==> config.mk <==
export PLATFORM = sky130hd
export DESIGN_NAME = bilinear_grid_warp
export DESIGN_NICKNAME = d
export VERILOG_FILES = /design/src/design/bgw_pkg.sv /design/src/design/bilinear_grid_warp.sv
export SDC_FILE = /design/constraint.sdc
export NUM_CORES = 2
export LEC_CHECK = 0
export ABC_AREA = 0
export BUFFER_PORTS_ARGS = -buffer_cell sky130_fd_sc_hd__buf_4
export CAP_MARGIN = 20
export CELL_PAD_IN_SITES_DETAIL_PLACEMENT = 0
export CELL_PAD_IN_SITES_GLOBAL_PLACEMENT = 1
export CORE_MARGIN = 5
export CORE_UTILIZATION = 45
export CTS_CLUSTER_DIAMETER = 200
export DETAILED_ROUTE_END_ITERATION = 8
export PLACE_DENSITY_LB_ADDON = 0.1
export REMOVE_ABC_BUFFERS = 1
export SLEW_MARGIN = 10
export SYNTH_ARGS = -nofsm -noshare
export SYNTH_HDL_FRONTEND = slang
export SYNTH_SLANG_ARGS = --single-unit
==> constraint.sdc <==
create_clock -name clk -period 15.46 [get_ports clk]
set_clock_uncertainty 0.2 [all_clocks]
set_input_delay 0.773 -clock clk [delete_from_list [all_inputs] [get_ports clk]]
set_output_delay 0.773 -clock clk [all_outputs]
set_load 0.02 [all_outputs]
==> src/design/bgw_pkg.sv <==
// Package for the bilinear grid warp block: lattice sizes, derived widths and codes.
// No dependencies.
package bgw_pkg;

    localparam int GRID_COLS = 11;
    localparam int GRID_ROWS = 3;
    localparam int NPTS      = GRID_COLS * GRID_ROWS;
    localparam int ADDR_W    = $clog2(NPTS);
    localparam int COL_W     = 4;
    localparam int ROW_W     = 2;
    localparam int Q_W       = 13;
    localparam int CRD_W     = 16;
    localparam int OPD_W     = 29;
    localparam int ACC_W     = 42;
    localparam int STEP_W    = 4;
    localparam int DIV_STEPS = 13;
    localparam int MAC_STEPS = 6;
    localparam logic [Q_W-1:0] ONE_Q12 = 13'd4096;

    typedef enum logic [1:0] {
        MODE_WRITE  = 2'd0,
        MODE_LOCATE = 2'd1,
        MODE_INTERP = 2'd2,
        MODE_NONE   = 2'd3
    } mode_t;

    typedef enum logic [2:0] {
        ST_IDLE,
        ST_SCAN,
        ST_DIV,
        ST_RD0,
        ST_RD1,
        ST_RD2,
        ST_MAC,
        ST_OUT
    } state_t;

endpackage

==> src/design/bilinear_grid_warp.sv <==
// Bilinear grid warp: lattice store in one dual-read RAM, localize scan and divider,
// bilinear multiply-accumulate. Depends on bgw_pkg.
//
// Usage: a mode-0 beat writes one grid point {x,y} into the lattice RAM in the cycle it
// is accepted and returns nothing; input is ready again on the next cycle. A mode-1 beat
// (localize) scans all cells, one cell per cycle through the RAM's two read ports
// (lower-left and upper-right corner), keeps the last matching cell, then runs a
// 13-step restoring divider for u and v in parallel. A mode-2 beat (interpolate) reads
// the four corners in states RD0, RD1 and RD2, then runs a six-step multiply-accumulate
// per axis. Mode 3 is dropped. One item is in flight at a time; a finished result sits
// in the output register, and a new beat is taken while it waits. Grid points must be
// written before they are read; there is no clearing pass. Writes land before any later
// read starts, so no forwarding is needed.
module bilinear_grid_warp (
    input  logic                               clk,
    input  logic                               rst_n,
    input  logic                               in_valid,
    output logic                               in_ready,
    input  logic [1:0]                         mode,
    input  logic [bgw_pkg::COL_W-1:0]          col_index,
    input  logic [bgw_pkg::ROW_W-1:0]          row_index,
    input  logic signed [bgw_pkg::CRD_W-1:0]   coord_x,
    input  logic signed [bgw_pkg::CRD_W-1:0]   coord_y,
    input  logic [bgw_pkg::Q_W-1:0]            u_in,
    input  logic [bgw_pkg::Q_W-1:0]            v_in,
    output logic                               out_valid,
    input  logic                               out_ready,
    output logic                               found,
    output logic [bgw_pkg::COL_W-1:0]          cell_col,
    output logic                               cell_row,
    output logic [bgw_pkg::Q_W-1:0]            frac_u,
    output logic [bgw_pkg::Q_W-1:0]            frac_v,
    output logic signed [bgw_pkg::CRD_W-1:0]   out_x,
    output logic signed [bgw_pkg::CRD_W-1:0]   out_y
);
    import bgw_pkg::*;

    // lattice RAM: {x, y} per grid point
    logic [2*CRD_W-1:0] mem [NPTS];
    logic [2*CRD_W-1:0] rd_a_reg, rd_b_reg;
    logic [ADDR_W-1:0]  addr_a, addr_b, waddr;
    logic               we;

    state_t state_reg, state_next;
    logic   interp_reg, interp_next;
    logic signed [CRD_W-1:0] px_reg, px_next, py_reg, py_next;
    logic [COL_W-1:0] c_reg, c_next;
    logic [ROW_W-1:0] r_reg, r_next;
    logic [Q_W-1:0]   u_reg, u_next, v_reg, v_next;
    logic scan_live_reg, scan_live_next, cmp_valid_reg, cmp_valid_next;
    logic [COL_W-1:0] cmp_c_reg, cmp_c_next, hit_c_reg, hit_c_next;
    logic [ROW_W-1:0] cmp_r_reg, cmp_r_next, hit_r_reg, hit_r_next;
    logic hit_reg, hit_next;
    logic [CRD_W-1:0] dx_reg, dx_next, dy_reg, dy_next;
    logic [CRD_W-1:0] denx_reg, denx_next, deny_reg, deny_next;
    logic [CRD_W-1:0] remx_reg, remx_next, remy_reg, remy_next;
    logic [Q_W-1:0]   qx_reg, qx_next, qy_reg, qy_next;
    logic [STEP_W-1:0] step_reg, step_next;
    logic [2*CRD_W-1:0] c00_reg, c00_next, c10_reg, c10_next;
    logic [2*CRD_W-1:0] c01_reg, c01_next, c11_reg, c11_next;
    logic signed [ACC_W-1:0] accx_reg, accx_next, accy_reg, accy_next;
    logic signed [OPD_W-1:0] lox_reg, lox_next, loy_reg, loy_next;
    logic signed [OPD_W-1:0] hix_reg, hix_next, hiy_reg, hiy_next;
    logic out_valid_reg, out_valid_next, found_reg, found_next;
    logic [COL_W-1:0] cell_col_reg, cell_col_next;
    logic cell_row_reg, cell_row_next;
    logic [Q_W-1:0] frac_u_reg, frac_u_next, frac_v_reg, frac_v_next;
    logic signed [CRD_W-1:0] out_x_reg, out_x_next, out_y_reg, out_y_next;

    // comparison, divider and MAC datapath
    logic signed [CRD_W-1:0] x0, y0, x1, y1;
    logic signed [CRD_W:0]   ddx, ddy, ddnx, ddny;
    logic                    in_box;
    logic [CRD_W:0]          shx, shy;
    logic                    gex, gey;
    logic [Q_W-1:0]          coef;
    logic signed [OPD_W-1:0] opx, opy;
    logic signed [ACC_W-1:0] coef_w, opx_w, opy_w;
    logic signed [ACC_W-1:0] prodx, prody;
    logic [ADDR_W-1:0]       base;

    function automatic logic signed [OPD_W-1:0] sx(input logic [CRD_W-1:0] a);
        sx = {{(OPD_W-CRD_W){a[CRD_W-1]}}, a};
    endfunction

    // floor shift by 24, then saturate to 16 bits
    function automatic logic signed [CRD_W-1:0] sat(input logic signed [ACC_W-1:0] a);
        logic signed [ACC_W-25:0] q;
        q = a[ACC_W-1:24];
        if (q > $signed((ACC_W-24)'(32767)))       sat = 16'sh7FFF;
        else if (q < -$signed((ACC_W-24)'(32768))) sat = 16'sh8000;
        else                                        sat = q[CRD_W-1:0];
    endfunction

    always_ff @(posedge clk)
    begin
        if (we)
        begin
            mem[waddr] <= {coord_x, coord_y};
        end
        rd_a_reg <= mem[addr_a];
        rd_b_reg <= mem[addr_b];
    end

    assign in_ready  = (state_reg == ST_IDLE);
    assign out_valid = out_valid_reg;
    assign found     = found_reg;
    assign cell_col  = cell_col_reg;
    assign cell_row  = cell_row_reg;
    assign frac_u    = frac_u_reg;
    assign frac_v    = frac_v_reg;
    assign out_x     = out_x_reg;
    assign out_y     = out_y_reg;

    assign base = ADDR_W'(r_reg) * ADDR_W'(GRID_COLS) + ADDR_W'(c_reg);
    assign we   = in_valid && in_ready && (mode == MODE_WRITE) &&
                  (col_index < COL_W'(GRID_COLS)) && (row_index < ROW_W'(GRID_ROWS));
    assign waddr = ADDR_W'(row_index) * ADDR_W'(GRID_COLS) + ADDR_W'(col_index);

    assign x0 = rd_a_reg[2*CRD_W-1:CRD_W];
    assign y0 = rd_a_reg[CRD_W-1:0];
    assign x1 = rd_b_reg[2*CRD_W-1:CRD_W];
    assign y1 = rd_b_reg[CRD_W-1:0];
    assign in_box = (x0 <= px_reg) && (px_reg <= x1) && (y0 <= py_reg) && (py_reg <= y1);
    assign ddx  = {px_reg[CRD_W-1], px_reg} - {x0[CRD_W-1], x0};
    assign ddy  = {py_reg[CRD_W-1], py_reg} - {y0[CRD_W-1], y0};
    assign ddnx = {x1[CRD_W-1], x1} - {x0[CRD_W-1], x0};
    assign ddny = {y1[CRD_W-1], y1} - {y0[CRD_W-1], y0};

    // restoring divide: first step takes the dividend unshifted
    assign shx = (step_reg == '0) ? {1'b0, dx_reg} : {remx_reg, 1'b0};
    assign shy = (step_reg == '0) ? {1'b0, dy_reg} : {remy_reg, 1'b0};
    assign gex = shx >= {1'b0, denx_reg};
    assign gey = shy >= {1'b0, deny_reg};

    always_comb
    begin
        unique case (step_reg)
            4'd0:
            begin
                coef = ONE_Q12 - u_reg;
                opx  = sx(c00_reg[2*CRD_W-1:CRD_W]);
                opy  = sx(c00_reg[CRD_W-1:0]);
            end
            4'd1:
            begin
                coef = u_reg;
                opx  = sx(c10_reg[2*CRD_W-1:CRD_W]);
                opy  = sx(c10_reg[CRD_W-1:0]);
            end
            4'd2:
            begin
                coef = ONE_Q12 - u_reg;
                opx  = sx(c01_reg[2*CRD_W-1:CRD_W]);
                opy  = sx(c01_reg[CRD_W-1:0]);
            end
            4'd3:
            begin
                coef = u_reg;
                opx  = sx(c11_reg[2*CRD_W-1:CRD_W]);
                opy  = sx(c11_reg[CRD_W-1:0]);
            end
            4'd4:
            begin
                coef = ONE_Q12 - v_reg;
                opx  = lox_reg;
                opy  = loy_reg;
            end
            default:
            begin
                coef = v_reg;
                opx  = hix_reg;
                opy  = hiy_reg;
            end
        endcase
    end

    // operands widened to the accumulator so the full product is kept
    assign coef_w = ACC_W'($signed({1'b0, coef}));
    assign opx_w  = ACC_W'(opx);
    assign opy_w  = ACC_W'(opy);
    assign prodx  = coef_w * opx_w;
    assign prody  = coef_w * opy_w;

    always_comb
    begin
        state_next = state_reg;     interp_next = interp_reg;
        px_next = px_reg;           py_next = py_reg;
        c_next = c_reg;             r_next = r_reg;
        u_next = u_reg;             v_next = v_reg;
        scan_live_next = scan_live_reg;
        cmp_valid_next = 1'b0;
        cmp_c_next = cmp_c_reg;     cmp_r_next = cmp_r_reg;
        hit_next = hit_reg;         hit_c_next = hit_c_reg;   hit_r_next = hit_r_reg;
        dx_next = dx_reg;           dy_next = dy_reg;
        denx_next = denx_reg;       deny_next = deny_reg;
        remx_next = remx_reg;       remy_next = remy_reg;
        qx_next = qx_reg;           qy_next = qy_reg;
        step_next = step_reg;
        c00_next = c00_reg; c10_next = c10_reg; c01_next = c01_reg; c11_next = c11_reg;
        accx_next = accx_reg;       accy_next = accy_reg;
        lox_next = lox_reg;         loy_next = loy_reg;
        hix_next = hix_reg;         hiy_next = hiy_reg;
        out_valid_next = out_valid_reg && !out_ready;
        found_next = found_reg;     cell_col_next = cell_col_reg;
        cell_row_next = cell_row_reg;
        frac_u_next = frac_u_reg;   frac_v_next = frac_v_reg;
        out_x_next = out_x_reg;     out_y_next = out_y_reg;
        addr_a = base;
        addr_b = base + ADDR_W'(GRID_COLS + 1);

        unique case (state_reg)
            ST_IDLE:
            begin
                if (in_valid)
                begin
                    px_next = coord_x;
                    py_next = coord_y;
                    hit_next = 1'b0;
                    hit_c_next = '0;
                    hit_r_next = '0;
                    step_next = '0;
                    if (mode == MODE_LOCATE)
                    begin
                        interp_next = 1'b0;
                        c_next = '0;
                        r_next = '0;
                        scan_live_next = 1'b1;
                        state_next = ST_SCAN;
                    end
                    else if (mode == MODE_INTERP)
                    begin
                        interp_next = 1'b1;
                        c_next = (col_index > COL_W'(GRID_COLS - 2)) ?
                                 COL_W'(GRID_COLS - 2) : col_index;
                        r_next = (row_index > ROW_W'(GRID_ROWS - 2)) ?
                                 ROW_W'(GRID_ROWS - 2) : row_index;
                        u_next = (u_in > ONE_Q12) ? ONE_Q12 : u_in;
                        v_next = (v_in > ONE_Q12) ? ONE_Q12 : v_in;
                        state_next = ST_RD0;
                    end
                end
            end
            ST_SCAN:
            begin
                if (scan_live_reg)
                begin
                    cmp_valid_next = 1'b1;
                    cmp_c_next = c_reg;
                    cmp_r_next = r_reg;
                    if (r_reg == ROW_W'(GRID_ROWS - 2))
                    begin
                        r_next = '0;
                        if (c_reg == COL_W'(GRID_COLS - 2))
                        begin
                            scan_live_next = 1'b0;
                        end
                        else
                        begin
                            c_next = c_reg + 1'b1;
                        end
                    end
                    else
                    begin
                        r_next = r_reg + 1'b1;
                    end
                end
                if (cmp_valid_reg && in_box)
                begin
                    hit_next = 1'b1;
                    hit_c_next = cmp_c_reg;
                    hit_r_next = cmp_r_reg;
                    dx_next = ddx[CRD_W-1:0];
                    dy_next = ddy[CRD_W-1:0];
                    denx_next = ddnx[CRD_W-1:0];
                    deny_next = ddny[CRD_W-1:0];
                end
                if (cmp_valid_reg && !scan_live_reg)
                begin
                    state_next = ST_DIV;
                end
            end
            ST_DIV:
            begin
                remx_next = gex ? CRD_W'(shx - {1'b0, denx_reg}) : shx[CRD_W-1:0];
                remy_next = gey ? CRD_W'(shy - {1'b0, deny_reg}) : shy[CRD_W-1:0];
                qx_next = {qx_reg[Q_W-2:0], gex};
                qy_next = {qy_reg[Q_W-2:0], gey};
                step_next = step_reg + 1'b1;
                if (step_reg == STEP_W'(DIV_STEPS - 1))
                begin
                    state_next = ST_OUT;
                end
            end
            ST_RD0:
            begin
                state_next = ST_RD1;
                addr_b = base + ADDR_W'(1);
            end
            ST_RD1:
            begin
                addr_a = base + ADDR_W'(GRID_COLS);
                c00_next = rd_a_reg;
                c10_next = rd_b_reg;
                state_next = ST_RD2;
            end
            ST_RD2:
            begin
                c01_next = rd_a_reg;
                c11_next = rd_b_reg;
                state_next = ST_MAC;
            end
            ST_MAC:
            begin
                accx_next = step_reg[0] ? accx_reg + prodx : prodx;
                accy_next = step_reg[0] ? accy_reg + prody : prody;
                if (step_reg == 4'd2)
                begin
                    lox_next = accx_reg[OPD_W-1:0];
                    loy_next = accy_reg[OPD_W-1:0];
                end
                if (step_reg == 4'd4)
                begin
                    hix_next = accx_reg[OPD_W-1:0];
                    hiy_next = accy_reg[OPD_W-1:0];
                end
                step_next = step_reg + 1'b1;
                if (step_reg == STEP_W'(MAC_STEPS - 1))
                begin
                    state_next = ST_OUT;
                end
            end
            ST_OUT:
            begin
                if (!out_valid_reg || out_ready)
                begin
                    out_valid_next = 1'b1;
                    state_next = ST_IDLE;
                    if (interp_reg)
                    begin
                        found_next = 1'b1;
                        cell_col_next = c_reg;
                        cell_row_next = r_reg[0];
                        frac_u_next = u_reg;
                        frac_v_next = v_reg;
                        out_x_next = sat(accx_reg);
                        out_y_next = sat(accy_reg);
                    end
                    else
                    begin
                        found_next = hit_reg;
                        cell_col_next = hit_c_reg;
                        cell_row_next = hit_r_reg[0];
                        // zero-width cell gives a zero offset
                        frac_u_next = (hit_reg && denx_reg != '0) ? qx_reg : '0;
                        frac_v_next = (hit_reg && deny_reg != '0) ? qy_reg : '0;
                        out_x_next = '0;
                        out_y_next = '0;
                    end
                end
            end
            default:
            begin
                state_next = ST_IDLE;
            end
        endcase
    end

    always_ff @(posedge clk or negedge rst_n)
    begin
        if (!rst_n)
        begin
            state_reg <= ST_IDLE;
            out_valid_reg <= 1'b0;
            scan_live_reg <= 1'b0;
            cmp_valid_reg <= 1'b0;
        end
        else
        begin
            state_reg <= state_next;
            out_valid_reg <= out_valid_next;
            scan_live_reg <= scan_live_next;
            cmp_valid_reg <= cmp_valid_next;
        end
    end

    always_ff @(posedge clk)
    begin
        interp_reg <= interp_next;  px_reg <= px_next;  py_reg <= py_next;
        c_reg <= c_next;            r_reg <= r_next;
        u_reg <= u_next;            v_reg <= v_next;
        cmp_c_reg <= cmp_c_next;    cmp_r_reg <= cmp_r_next;
        hit_reg <= hit_next;        hit_c_reg <= hit_c_next;  hit_r_reg <= hit_r_next;
        dx_reg <= dx_next;          dy_reg <= dy_next;
        denx_reg <= denx_next;      deny_reg <= deny_next;
        remx_reg <= remx_next;      remy_reg <= remy_next;
        qx_reg <= qx_next;          qy_reg <= qy_next;
        step_reg <= step_next;
        c00_reg <= c00_next;  c10_reg <= c10_next;  c01_reg <= c01_next;  c11_reg <= c11_next;
        accx_reg <= accx_next;      accy_reg <= accy_next;
        lox_reg <= lox_next;        loy_reg <= loy_next;
        hix_reg <= hix_next;        hiy_reg <= hiy_next;
        found_reg <= found_next;    cell_col_reg <= cell_col_next;
        cell_row_reg <= cell_row_next;
        frac_u_reg <= frac_u_next;  frac_v_reg <= frac_v_next;
        out_x_reg <= out_x_next;    out_y_reg <= out_y_next;
    end

    // offsets never exceed one
    a_frac_range: assert property (@(posedge clk) disable iff (!rst_n)
        out_valid_reg |-> (frac_u_reg <= ONE_Q12) && (frac_v_reg <= ONE_Q12))
        else $error("offset above one");

    // a miss reports a zero cell column, u offset and x result
    a_miss_zero: assert property (@(posedge clk) disable iff (!rst_n)
        (out_valid_reg && !found_reg) |->
        (cell_col_reg == '0) && (frac_u_reg == '0) && (out_x_reg == '0))
        else $error("miss with nonzero fields");

    // scan never issues past the last lattice point
    a_scan_addr: assert property (@(posedge clk) disable iff (!rst_n)
        (state_reg == ST_SCAN && scan_live_reg) |-> (addr_b < ADDR_W'(NPTS)))
        else $error("scan address out of range");

    // compare stage only runs while scanning
    a_cmp_scan: assert property (@(posedge clk) disable iff (!rst_n)
        cmp_valid_reg |-> $past(state_reg == ST_SCAN && scan_live_reg))
        else $error("stray compare");

endmodule
* After elaboration in Yosys (flattened, before gate mapping) *
Memory sizes are Yosys's and may differ from the RTL's. A register that Yosys moved wholly into a read port is not among the register bits.
Cells that the tools add are included.

storage, ports and cells
  flip-flop bits (word level) = 600
  bits in latches = 0
  memory bits (writable) = 1,056
  memory bits (read-only) = 0
  output and inout port bits = 66
  memories = 1

operators by class
  add/subtract/negate cells = 18
  $mul = 4
  div/mod/pow operators = 0
  magnitude comparators = 16
  equality and inequality tests = 28
  shift-type cells = 0
  mux-type cells = 67
  bitwise gates (word level) = 2
  reduce and logical (&&, ||, !) cells = 43

memories
  name  words  width  read ports  clocked after Yosys merged registers in  write ports  line                      source
  mem   33     32     2           2                                        1            bilinear_grid_warp.sv:39  logic [2*CRD_W-1:0] mem [NPTS];

operators with widths
  kind                    number
  $pmux 29 s5             2
  $sub 16x16->16          6
  $add 42x42->42          2
  $mul 14x29->42          2
  $mux 42                 2
  $le 16x16->1            4
  $mux 16                 4
  $mux 13                 4
  $mux 4                  10
  $pmux 13 s3             1
  $gt 18x16->1 const B    2
  $lt 18x16->1 const B    2
  $ge 17x16->1            2
  $mux 17                 2
  $reduce_bool 16->1      2
  $mux 15                 2
  $gt 13x13->1 const B    2
  $sub 13x13->13 const A  2
  $pmux 3 s8              1
  $pmux 4 s2              3
  $mux 3                  7
  $ne 2x2->1 const B      9
  $mux 1                  17
  $reduce_and 2->1        7
  37 further kinds        81

* Depth between registers and ports, before layout *
  word-level depth = 7
  mapped depth = 56

* Worst setup path before layout *
Ideal clock, no wire load.

  path type = register -> register
  from = register step_reg[0]
  to = register accx_reg[39] (data pin)
  library setup time = 261 ps
  arrival = 12,078 ps
  slack = 2,921 ps
  stages on the path, launching flop included = 53
  path through = edfxtp_1 clkbuf_1 inv_1 clkbuf_1 buf_1 ha_1 nand2_1 nor2_1 buf_2 buf_2 clkbuf_1 clkbuf_1 clkbuf_1 mux2i_1 ha_1 nand3_1 a32o_1 a21oi_1 (+17 left out) nand2_1 a21o_1 a21o_1 a31oi_1 o21bai_1 xor2_1 ha_1 a21o_1 a21o_1 a21oi_1 o21ai_0 a41o_1 nor4_1 a21oi_1 a41o_1 o21ai_0 mux2_2 a221o_1

between the ends
  longest elaborated chain between the ends = 6
  elaborated cells on any way between the ends = 12
  those cells by class = add/sub: 1; mul: 1; eq/ne: 4; mux: 3; reduce/logical: 3

ends and longest elaborated chain
  item                                      line                       source
  start, declared                           bilinear_grid_warp.sv:58   logic [STEP_W-1:0] step_reg, step_next;
  start signal, assigned                    bilinear_grid_warp.sv:398  step_reg <= step_next;
  $eq 4x2->1, or another cell as far along  bilinear_grid_warp.sv:138  unique case (step_reg)
  $reduce_or 2->1 (no source line)          n/a
  $pmux 13 s3                               bilinear_grid_warp.sv:138
  $mul 14x29->42                            bilinear_grid_warp.sv:182  assign prodx = coef_w * opx_w;
  $add 42x42->42                            bilinear_grid_warp.sv:315  accx_next = step_reg[0] ? accx_reg + prodx : prodx;
  $mux 42 (*)                               bilinear_grid_warp.sv:315
  end signal, assigned                      bilinear_grid_warp.sv:400  accx_reg <= accx_next; accy_reg <= accy_next;
  end, declared                             bilinear_grid_warp.sv:61   logic signed [ACC_W-1:0] accx_reg, accx_next, accy_reg, accy_next;

Mark *: on every way between the ends. The rest lies on a longest branch, timed or not.
A chain may end at the register's enable or synchronous reset.

* Worst setup path after layout *
  from = register step_reg[0]
  to = register accy_reg[38] (data pin)

between the ends
  longest elaborated chain between the ends = 6
  elaborated cells on any way between the ends = 12
  those cells by class = add/sub: 1; mul: 1; eq/ne: 4; mux: 3; reduce/logical: 3

ends and longest elaborated chain
  item                                      line                       source
  $eq 4x2->1, or another cell as far along  bilinear_grid_warp.sv:138
  $reduce_or 2->1 (no source line)          n/a
  $pmux 13 s3                               bilinear_grid_warp.sv:138
  $mul 14x29->42                            bilinear_grid_warp.sv:183  assign prody = coef_w * opy_w;
  $add 42x42->42                            bilinear_grid_warp.sv:316  accy_next = step_reg[0] ? accy_reg + prody : prody;
  $mux 42 (*)                               bilinear_grid_warp.sv:316
  end signal, assigned                      bilinear_grid_warp.sv:400
  end, declared                             bilinear_grid_warp.sv:61

Marked as above.

==> results.py <==
metrics = {
    "run_status": {
        "status": "finished clean",
    },
    "sta": {
        "final_worst_path_period_need_ps": 13010,
        "report.final.slew_viol_count": 0,
        "finalSetupTns_ps": 0,
        "setup_repair_after_global_routing_missed_its_margin": "false",
        "post-route-worst-setup-slack_ps": 2450,
        "finalHoldViolCount": 0,
        "post-route-period-util": 0.841,
        "setup_violations": 0,
        "relSlewSlack": 0.213,
        "max_slew.worst_pin.slew_ps": 1180,
        "maxClockFrequency_ghz": 0.0769,
    },
    "cts": {
        "cts_post_setup_buffers_inserted": 0,
        "worstSkewPairLatency_ps": 870,
        "clock_tree.root_cell": "sky130_fd_sc_hd__clkbuf_16",
        "cts_buffer_depth": 3,
        "cts_max_level": 4,
        "cts_tree": "yes",
        "number_of_buffers_inserted_during_clock_tree_synthesis": 192,
        "clock_sinks": 1720,
        "worst_setup_hold_path_clk_slew_ps": 70,
    },
    "logic_synthesis": {
        "netlist-cell-type-count": 80,
        "synth.mux.area_fraction": 0.132,
        "synth-warning-count": 0,
        "post_synth_xor_area_fraction": 0.0187,
        "netlist_area_um2": 109000,
        "largest_family_of_logic_cells_by_synthesized_area": "adder cells",
        "simple_gate_share_of_the_synthesized_area": 0.0892,
        "synth_ff_type": "sky130_fd_sc_hd__edfxtp_1",
        "ys_seq_elements": 1720,
        "complex_gate_fraction_of_the_synthesized_area": 0.0635,
        "syn-instance-count": 8424,
        "ys_seq_area_frac": 0.470,
        "number_of_flops_mapped_to_enable_cells_by_yosys": 1650,
        "synthesis.area_per_instance_um2": 12.9,
        "synth_async_sr_flop_share": 0.00349,
        "yosys.area_share.adder": 0.181,
    },
    "layout": {
        "post_route_cells_drive_above_1_share": 0.150,
        "final_core_utilization": 0.500,
        "area_growth_synth_to_finish_pct": 10.7,
        "largest_register_ffs": 1056,
        "finish.net_count": 9728,
        "post-route-cell-area_um2": 120000,
    },
    "worst_setup_path": {
        "worst-path-max-fanout": 38,
        "worst-r2r-cell-count": 43,
        "critPathCaptureType": "register",
        "cell_with_the_most_instances_on_the_worst_path": "sky130_fd_sc_hd__fa_1",
        "cell_with_the_biggest_individual_delay_on_the_critical_path": "sky130_fd_sc_hd__nor2_4",
        "critPathRequiredTime_ps": 15850,
        "rr_startpoint": "step_reg[0]",
        "crit_start_category": "register",
        "r2r_end": "accy_reg[38]",
        "cpPeakStageDelay_ps": 660,
        "timing.reg2reg.setup_slack_ps": 2450,
        "cp_data_arrival_time_ps": 13400,
        "worstSetupPathType": "register to register",
    },
    "placed_design": {
        "place.gp.congestion": 0.887,
        "dpl.hpwl_mm": 217,
        "pre_cts_ws_ps": 2610,
        "post_dp_cell_area_um2": 114000,
        "port_buffers": 135,
    },
    "global_routing": {
        "grt_pass1_wl_mm": 479,
        "first_global_vias": 72580,
        "grt.overflow.total": 0,
        "groute.usage.overall": 0.257,
        "antenna_found_initial": 7,
        "grt_start_max_net_pins": 119,
    },
    "job": {
        "cap_viol_max_count": 0,
    },
    "floorplan": {
        "ioPinCount": 136,
        "core.rowCount": 180,
        "initial_utilization": 0.452,
        "design.core.area_um2": 240000,
        "floorplan.die.height_um": 501,
        "fp.dieW_um": 501,
        "die_area_um2": 251000,
    },
    "route": {
        "vias_per_inst": 5.84,
        "drt_wl_total_mm": 323,
        "route.detailed.wl_per_inst_um": 27.2,
        "dr.first_iter.drc_count": 5733,
        "post-route-drc-count": 0,
        "drt_first_pass_iters": 6,
        "vias": 69298,
        "drt.antenna.violating_nets": 0,
    },
    "hold_path": {
        "min_path_cells": 3,
        "worst_hold_path_type": "input pin to register",
        "timing.hold.worst.start": "col_index[1]",
        "hold_end": "c_reg[1]",
    },
}
placed cells by master, fill, tap and decap left out, drive strengths merged, types with 46 or more instances in the layout:
cell / count
clkbuf: 245
mux2: 70
a31oi: 60
o21ai: 257
a21o: 98
xor2: 67
mux4: 576
edfxtp: 1650
nand3: 159
inv: 945
mux2i: 54
fa: 694
clkinv: 86
o21a: 46
a21oi: 204
buf: 271
dfxtp: 64
nand2: 1108
ha: 457
xnor2: 165
nor2: 592
nor2b: 88
and3: 88
synth_stat cells, drive strengths merged, types with 36 or more instances:
master | number | area, um^2
a21o | 98 | 736
a21oi | 204 | 1020
a22oi | 36 | 270
a311oi | 37 | 324
a31oi | 60 | 375
and2 | 38 | 238
and3 | 88 | 551
buf | 102 | 472
clkbuf | 284 | 1070
dfxtp | 64 | 1280
edfxtp | 1650 | 49500
fa | 694 | 13900
ha | 457 | 5720
inv | 939 | 3520
mux2 | 70 | 788
mux2i | 54 | 541
mux4 | 576 | 13000
nand2 | 1108 | 4160
nand3 | 159 | 796
nand4 | 40 | 250
nor2 | 592 | 2220
nor2b | 88 | 551
nor3 | 40 | 200
o21a | 46 | 345
o21ai | 257 | 1290
xnor2 | 165 | 1450
xor2 | 67 | 587
routing by layer:
layer / GRT usage / wire length, um / up-vias
met5: 0 / 19 / -
met4: 0.0778 / 11200 / 2
met3: 0.0335 / 16900 / 486
met2: 0.459 / 167000 / 2029
met1: 0.327 / 128000 / 36306
li1: - / - / 30475
how the worst max path moves through the flow:
stage,startpoint,to,slack (ps),cells after the start
after floorplan,state_reg[0],rd_a_reg[0],-12060,9
after global placement,step_reg[0],accy_reg[38],2830,43
after detailed placement,step_reg[0],accy_reg[38],2610,43
after CTS,step_reg[0],accy_reg[38],2570,43
after global routing,step_reg[0],accy_reg[38],1570,43
final,step_reg[0],accy_reg[38],2450,43
cell type report:
type / count / area (um^2)
antenna: 6 / 15.0
clock buffer: 245 / 5140
clock inverter: 113 / 1250
fill: 20939 / 120000
inverter: 940 / 3530
multi-input combinational: 5378 / 53100
sequential: 1720 / 51000
tap: 3185 / 3990
timing repair buffer: 275 / 2160
what timing repair did:
item	in CTS	in global routing
endpoints found under the hold margin	9	0
resized for setup	0	0
hold buffers	4	0
worst max-delay path: cells and delay by family, from the launching register on:
family / cells / cell delay [ps]
buffers and inverters: 6 / 1020
AOI/OAI and AO/OA: 10 / 3190
DFF: 1 / 410
muxes: 2 / 700
adders and majority gates: 9 / 4050
and+or+nand+nor: 14 / 2770
xor gates and xnor gates: 2 / 370
metrics by stage:
step / instances / hold slack, ps
global route: 11859 / 24.7
finish: 11862 / 54.8
global placement: 11492 / 233
detailed placement: 11493 / 236
CTS: 11855 / 1.29
floorplan: 8038 / 226
logic make-up (layout without fill, tap and decap cells):
family                   after synthesis  after routing
AND/OR/NAND/NOR                     2260           2260
other                                  0              6
adder cells (fa/ha/maj)             1151           1151
AO/OA/AOI/OAI                       1035           1035
buffers and inverters               1326           1573
XOR/XNOR                             232            232
multiplexers                         700            700
flip-flops                          1720           1720
Power is left out: the tool's default activity adds up to more than one toggle a clock period on the data nets, which glitch-free logic cannot reach.
